**src/rtl/lrr_pkg.sv**
```systemverilog
// shared constants and types for the lehmer random range generator
`timescale 1ns / 1ps

package lrr_pkg;

  // stream widths
  localparam int unsigned DataW  = 64;
  localparam int unsigned WordW  = 32;
  localparam int unsigned ScaleW = 31;

  // generator constants, modulus is the prime 2^32 - 5
  localparam logic [WordW-1:0] LehmerMult  = 32'd1588635695;
  localparam logic [WordW-1:0] LehmerMod   = 32'd4294967291;
  localparam logic [WordW-1:0] LehmerReset = 32'd93186752;

  // one multiplier bit per cycle over a full word
  localparam int unsigned Steps = WordW;
  localparam int unsigned CntW  = $clog2(Steps);

  typedef enum logic [1:0] {
    ST_IDLE,
    ST_MUL,
    ST_SCALE,
    ST_DONE
  } lrr_state_e;

  typedef enum logic {
    MODE_DRAW   = 1'b0,
    MODE_RESEED = 1'b1
  } lrr_mode_e;

  typedef enum logic {
    STATUS_OK     = 1'b0,
    STATUS_REJECT = 1'b1
  } lrr_status_e;

endpackage

```
**src/rtl/lehmer_random_range.sv**
```systemverilog
// lehmer random range generator: bit-serial modular multiply and scaling
`timescale 1ns / 1ps
//
// Requests arrive on the s_axis channel: tuser carries the mode (draw or
// reseed), tdata carries the seed and the largest value of the scaled draw.
// Each request gives exactly one result on the m_axis channel: the state
// after the request, the scaled draw and, on tuser, the reject flag.
// A reseed is answered in the cycle after it is taken.
// A draw goes through one shared shift-add unit twice, one multiplier bit
// per cycle: first for the modular product with the fixed multiplier,
// then for state * (range_max + 1) divided by the modulus; the result is
// then moved to the output register once that register is free, and the
// next request is taken only after that.
// The block works on one request at a time and takes a new one only when
// the output register is empty or being emptied in the same cycle.
// Reset sets the state to 93186752 and empties the output register.
// A stalled receiver holds the result in the output register, and the
// input side stays not ready until that result has been taken.
//
module lehmer_random_range (
  input  logic                     clk_i,
  input  logic                     rst_ni,
  input  logic                     s_axis_tvalid,
  output logic                     s_axis_tready,
  // seed_value [31:0], range_max [62:32], zero [63]
  input  logic [lrr_pkg::DataW-1:0] s_axis_tdata,
  // mode [0]
  input  logic                     s_axis_tuser,
  output logic                     m_axis_tvalid,
  input  logic                     m_axis_tready,
  // state_value [31:0], scaled_value [62:32], zero [63]
  output logic [lrr_pkg::DataW-1:0] m_axis_tdata,
  // status [0]
  output logic                     m_axis_tuser
);
  import lrr_pkg::*;

  lrr_state_e        st_q, st_d;
  logic [WordW-1:0]  gen_q, gen_d;
  logic [WordW-1:0]  acc_q, acc_d;
  logic [ScaleW-1:0] quo_q, quo_d;
  logic [WordW-1:0]  mult_q, mult_d;
  logic [WordW-1:0]  span_q, span_d;
  logic [CntW-1:0]   cnt_q, cnt_d;
  logic              out_valid_q, out_valid_d;
  logic [WordW-1:0]  out_state_q, out_state_d;
  logic [ScaleW-1:0] out_scaled_q, out_scaled_d;
  lrr_status_e       out_status_q, out_status_d;

  logic [WordW+1:0]  step_sum;
  logic [WordW+1:0]  step_sub;
  logic [WordW+1:0]  step_diff;
  logic [1:0]        step_k;
  logic [WordW-1:0]  step_rem;
  logic [WordW-1:0]  quo_wide;
  logic [ScaleW-1:0] quo_next;
  logic              step_last;

  logic [WordW-1:0]  in_seed;
  logic [ScaleW-1:0] in_max;
  lrr_mode_e         in_mode;
  logic              seed_ok;
  logic              out_free;
  logic              in_take;

  // input fields
  assign in_seed = s_axis_tdata[WordW-1:0];
  assign in_max  = s_axis_tdata[WordW+ScaleW-1:WordW];
  assign in_mode = lrr_mode_e'(s_axis_tuser);
  assign seed_ok = (in_seed != '0) && (in_seed < LehmerMod);

  // one shift-add step: t = 2r + bit * x, keep t mod p, quotient digit k
  always_comb begin
    step_sum = {1'b0, acc_q, 1'b0} + (mult_q[WordW-1] ? {2'b00, gen_q} : '0);
    if (step_sum >= {1'b0, LehmerMod, 1'b0}) begin
      step_k   = 2'd2;
      step_sub = {1'b0, LehmerMod, 1'b0};
    end else if (step_sum >= {2'b00, LehmerMod}) begin
      step_k   = 2'd1;
      step_sub = {2'b00, LehmerMod};
    end else begin
      step_k   = 2'd0;
      step_sub = '0;
    end
    step_diff = step_sum - step_sub;
    step_rem  = step_diff[WordW-1:0];
    quo_wide  = {quo_q, 1'b0} + {{(WordW-2){1'b0}}, step_k};
    quo_next  = quo_wide[ScaleW-1:0];
  end

  // request taken in idle when the output register is free
  assign step_last = (cnt_q == CntW'(Steps - 1));
  assign out_free  = !out_valid_q || m_axis_tready;
  assign in_take   = s_axis_tvalid && out_free;

  // next state and outputs
  always_comb begin
    st_d         = st_q;
    gen_d        = gen_q;
    acc_d        = acc_q;
    quo_d        = quo_q;
    mult_d       = mult_q;
    span_d       = span_q;
    cnt_d        = cnt_q;
    out_valid_d  = out_valid_q && !m_axis_tready;
    out_state_d  = out_state_q;
    out_scaled_d = out_scaled_q;
    out_status_d = out_status_q;
    s_axis_tready = 1'b0;
    unique case (st_q)
      ST_IDLE: begin
        s_axis_tready = out_free;
        if (in_take) begin
          if (in_mode == MODE_RESEED) begin
            out_valid_d  = 1'b1;
            out_scaled_d = '0;
            if (seed_ok) begin
              gen_d        = in_seed;
              out_state_d  = in_seed;
              out_status_d = STATUS_OK;
            end else begin
              out_state_d  = gen_q;
              out_status_d = STATUS_REJECT;
            end
          end else begin
            mult_d = LehmerMult;
            acc_d  = '0;
            quo_d  = '0;
            cnt_d  = '0;
            span_d = {1'b0, in_max} + WordW'(1);
            st_d   = ST_MUL;
          end
        end
      end
      ST_MUL: begin
        acc_d  = step_rem;
        mult_d = {mult_q[WordW-2:0], 1'b0};
        cnt_d  = cnt_q + CntW'(1);
        if (step_last) begin
          gen_d  = step_rem;
          acc_d  = '0;
          quo_d  = '0;
          mult_d = span_q;
          cnt_d  = '0;
          st_d   = ST_SCALE;
        end
      end
      ST_SCALE: begin
        acc_d  = step_rem;
        quo_d  = quo_next;
        mult_d = {mult_q[WordW-2:0], 1'b0};
        cnt_d  = cnt_q + CntW'(1);
        if (step_last) begin
          st_d = ST_DONE;
        end
      end
      ST_DONE: begin
        if (out_free) begin
          out_valid_d  = 1'b1;
          out_state_d  = gen_q;
          out_scaled_d = quo_q;
          out_status_d = STATUS_OK;
          st_d         = ST_IDLE;
        end
      end
      default: begin
        st_d = ST_IDLE;
      end
    endcase
  end

  // control state
  always_ff @(posedge clk_i or negedge rst_ni) begin
    if (!rst_ni) begin
      st_q        <= ST_IDLE;
      gen_q       <= LehmerReset;
      cnt_q       <= '0;
      out_valid_q <= 1'b0;
    end else begin
      st_q        <= st_d;
      gen_q       <= gen_d;
      cnt_q       <= cnt_d;
      out_valid_q <= out_valid_d;
    end
  end

  // serial datapath and result payload
  always_ff @(posedge clk_i) begin
    acc_q        <= acc_d;
    quo_q        <= quo_d;
    mult_q       <= mult_d;
    span_q       <= span_d;
    out_state_q  <= out_state_d;
    out_scaled_q <= out_scaled_d;
    out_status_q <= out_status_d;
  end

  // result channel
  assign m_axis_tvalid = out_valid_q;
  assign m_axis_tdata  = {1'b0, out_scaled_q, out_state_q};
  assign m_axis_tuser  = out_status_q;

endmodule

```
**config.mk**
```make
export PLATFORM = sky130hd
export DESIGN_NAME = lehmer_random_range
export DESIGN_NICKNAME = d
export VERILOG_FILES = /design/src/rtl/lrr_pkg.sv /design/src/rtl/lehmer_random_range.sv
export SDC_FILE = /design/constraint.sdc
export NUM_CORES = 1
export LEC_CHECK = 0
export BUFFER_PORTS_ARGS = -buffer_cell sky130_fd_sc_hd__buf_2
export CORE_MARGIN = 2
export CORE_UTILIZATION = 43
export CTS_CLUSTER_SIZE = 30
export DETAILED_ROUTE_END_ITERATION = 10
export GPL_ROUTABILITY_DRIVEN = 0
export HOLD_SLACK_MARGIN = 0.05
export PLACE_DENSITY = 0.65
export SLEW_MARGIN = 25
export SYNTH_ARGS = -nofsm -noshare
export SYNTH_HDL_FRONTEND = slang
export SYNTH_SLANG_ARGS = --single-unit
```
**constraint.sdc**
```tcl
create_clock -name clk_i -period 10.5 [get_ports clk_i]
set_clock_uncertainty 0.2 [all_clocks]
set_input_delay 1.575 -clock clk_i [delete_from_list [all_inputs] [get_ports clk_i]]
set_output_delay 1.575 -clock clk_i [all_outputs]
set_load 0.02 [all_outputs]
```
==> impl_metrics.env <==
export IMPL_status="finished, final reports clean"
export IMPL_yosysUniqueCellTypes=80
export IMPL_cts_setup_buffers=0
export IMPL_grt_first_pass_wirelength_mm=56.19
export IMPL_drv_slew=0
export IMPL_cpPeakStageDelay_ps=770
export IMPL_cts_max_level=1
export IMPL_cpLargestDelayFamily="simple AND/OR/NAND/NOR gates"
export IMPL_start_kind="flip-flop"
export IMPL_nets=1624
export IMPL_firstDrtPassIters=5
export IMPL_postRouteAntennaNets=0
export IMPL_slew_headroom_pct=32.62
export IMPL_hold_slack_ps=286.9
export IMPL_maxCapViolCount=0
export IMPL_fmax_ghz=0.1180
export IMPL_final_util_pct=49.61
export IMPL_routed_wl_mm=35.17
export IMPL_cp_slowest_cell="clkinv_1"
export IMPL_setup_viol=0
export IMPL_grt_use_total_pct=20.56
export IMPL_cp_depth=27
export IMPL_vias=10874
export IMPL_synth_avg_cell_area_um2=10.35
export IMPL_end_kind="flip-flop"
export IMPL_cts_tree="built"
export IMPL_ys_warn_count=0
export IMPL_io_buffers=133
export IMPL_synth_seq_area_share_pct=47.77
export IMPL_min_path_type="reg -> reg"
export IMPL_path_buf_inv=2
export IMPL_first_global_vias=10622
export IMPL_clock_sinks=231
export IMPL_viasPerCell=5.588
export IMPL_initial_core_util_pct=43.56
export IMPL_gr_total_overflow=0
export IMPL_hold_depth=1
export IMPL_rows=66
export IMPL_syn2layout_area_growth_pct=13.90
export IMPL_asyncSetResetFlopFracSynth_pct=17.32
export IMPL_fp_dieH_um=185.3
export IMPL_finalCriticalPeriod_ps=8474
export IMPL_synth_flop_cell="edfxtp_1"
export IMPL_drc_errors=0
export IMPL_drt_iter0_drc=687
export IMPL_rsz0062_at_grt="false"
export IMPL_die_area_um2=34340
export IMPL_dp_hpwl_mm=25.44
export IMPL_synth_edf_count=191
export IMPL_path_max_fanout=28
export IMPL_core_um2=32450
export IMPL_grt_max_degree=66
export IMPL_avgRoutedWirePerCell_um=18.07
export IMPL_finalHoldViolations=0
export IMPL_path_clk_slew_ps=60
export IMPL_post_route_period_util_pct=80.70
export IMPL_antenna_found_initial=4
export IMPL_drive_gt1_share_pct=17.80
export IMPL_cts_made_buffers=25
export IMPL_synthCells=1366
export IMPL_die_x_um=185.3
export IMPL_insertion_delay_ps=540
export IMPL_ioPinCount=136
export IMPL_clock_tree_buffer_depth=3
export IMPL_ys_ff_latch=231
export IMPL_reg2reg_depth=27
export IMPL_root_buffer="clkbuf_16"
export IMPL_tns_ps=0
export IMPL_critPathRequiredTime_ps=10570
export IMPL_cp_arrival_ps=8540
export IMPL_worst_slew_pin_slew_ps=1002
export IMPL_synth_fp_nets=1508
export IMPL_post_cts_resize_count=0
export IMPL_worstSetupPathType="reg -> reg"
export IMPL_fillerInstances=2996
export IMPL_ctsHoldBuffers=0
export IMPL_synth_area_um2=14140
[worst register-to-register path, stage by stage (launching register included)]
cell	delay, ps
edfxtp_1	610
buf_8	260
and2_1	150
ha_1	340
a21oi_1	400
o211a_1	220
nor3_2	70
a32o_1	260
nor3_1	520
nand4_1	240
nor4b_1	340
nand4_1	150
nor4_2	400
nand2b_1	220
clkinv_1	770
ha_1	610
nor2b_1	140
o31a_1	280
o41ai_1	440
a211oi_1	140
or2_2	340
o221ai_1	250
o21ai_0	130
o21ai_0	220
nand2b_1	80
a21oi_1	180
xnor2_1	170
nor2_1	60
[worst paths after layout]
kind | endpoint | slack [ps] | startpoint
worst max-delay path | acc_q[31] | 2030 | mult_q[31]
min in group asynchronous | gen_q[8] | 820 | rst_ni
max in group asynchronous | gen_q[24] | 8670 | rst_ni
worst max register to register | acc_q[31] | 2030 | mult_q[31]
worst min register to register | cnt_q[3] | 290 | cnt_q[3]
worst min-delay path | cnt_q[3] | 290 | cnt_q[3]
[logic make-up after synthesis]
group	synth area share (%)
simple gates	20.39
compound gates	13.90
flops	47.77
xor+xnor	6.133
buf+inv	2.522
fa+ha+maj	6.567
mux	2.691
other cells	0.02653
[area by class of cell]
| class | count | area [um2] | share of cell area, % |
|---|---|---|---|
| Tap cell | 442 | 553.0 | 3.435 |
| Timing Repair Buffer | 146 | 803.3 | 4.989 |
| Clock buffer | 33 | 675.6 | 4.196 |
| Sequential cell | 231 | 6753 | 41.94 |
| Inverter | 35 | 131.4 | 0.8159 |
| Multi-Input combinational cell | 1043 | 7064 | 43.87 |
| Antenna cell | 4 | 10.01 | 0.06216 |
| Clock inverter | 12 | 111.4 | 0.6916 |
[cells in the mapped netlist, types with 13 or more instances]
master / instances / share of area [%]
clkbuf_1: 49 / 1.3
xor2_1: 30 / 1.9
nand2b_1: 14 / 0.62
o22a_1: 31 / 1.9
ha_1: 71 / 6.3
nor3_1: 41 / 1.5
inv_1: 35 / 0.93
dfstp_2: 13 / 2.4
edfxtp_1: 191 / 41
o21ai_0: 44 / 1.6
nor2_1: 90 / 2.4
mux2_2: 32 / 2.5
a22o_1: 16 / 0.99
and2_1: 101 / 4.5
nand2_1: 109 / 2.9
a21o_1: 15 / 0.80
a21oi_1: 88 / 3.1
nand4_1: 27 / 1.2
xnor2_1: 69 / 4.3
nand3_1: 66 / 2.3
and3_1: 23 / 1.0
dfrtp_1: 27 / 4.8
[layout by cell type (no fill, tap or decap), types with 30 or more instances in the layout]
cell type	netlist	routed
a21oi_1	88	87
buf_2	6	133
edfxtp_1	191	191
nor2_1	90	88
inv_1	35	33
nand2_1	109	109
xnor2_1	69	69
nor3_1	41	41
o21ai_0	44	44
mux2_2	32	32
ha_1	71	68
nand3_1	66	66
and2_1	101	101
o22a_1	31	31
xor2_1	30	30
[per-stage QoR]
| stage | std cells | setup WS [ps] | cell area [um2] |
|---|---|---|---|
| floorplan | 1366 | 3321 | 14140 |
| global placement | 1894 | 2238 | 15240 |
| detailed placement | 1896 | 2184 | 15290 |
| CTS | 1941 | 2129 | 16070 |
| global route | 1944 | 1300 | 16100 |
| finish | 1946 | 2026 | 16100 |
[flip-flops by register name, indices dropped and copies added (netlist names)]
name           flops
st_q               2
acc_q             32
m_axis_tuser       1
cnt_q              5
mult_q            32
out_scaled_q      31
gen_q             32
quo_q             31
span_q            32
m_axis_tvalid      1
out_state_q       32
[metal layers]
| layer | vias up | track usage, % | wire length, um |
|---|---|---|---|
| met3 | 58 | 3.559 | 2102 |
| met5 | - | 0 | 0 |
| met4 | 0 | 6.444 | 953 |
| li1 | 5295 | - | - |
| met1 | 5220 | 27.14 | 15380 |
| met2 | 301 | 34.40 | 16730 |
Power is not shown: default switching activity piles up to over one toggle a cycle in this logic, so the estimate is an artifact.
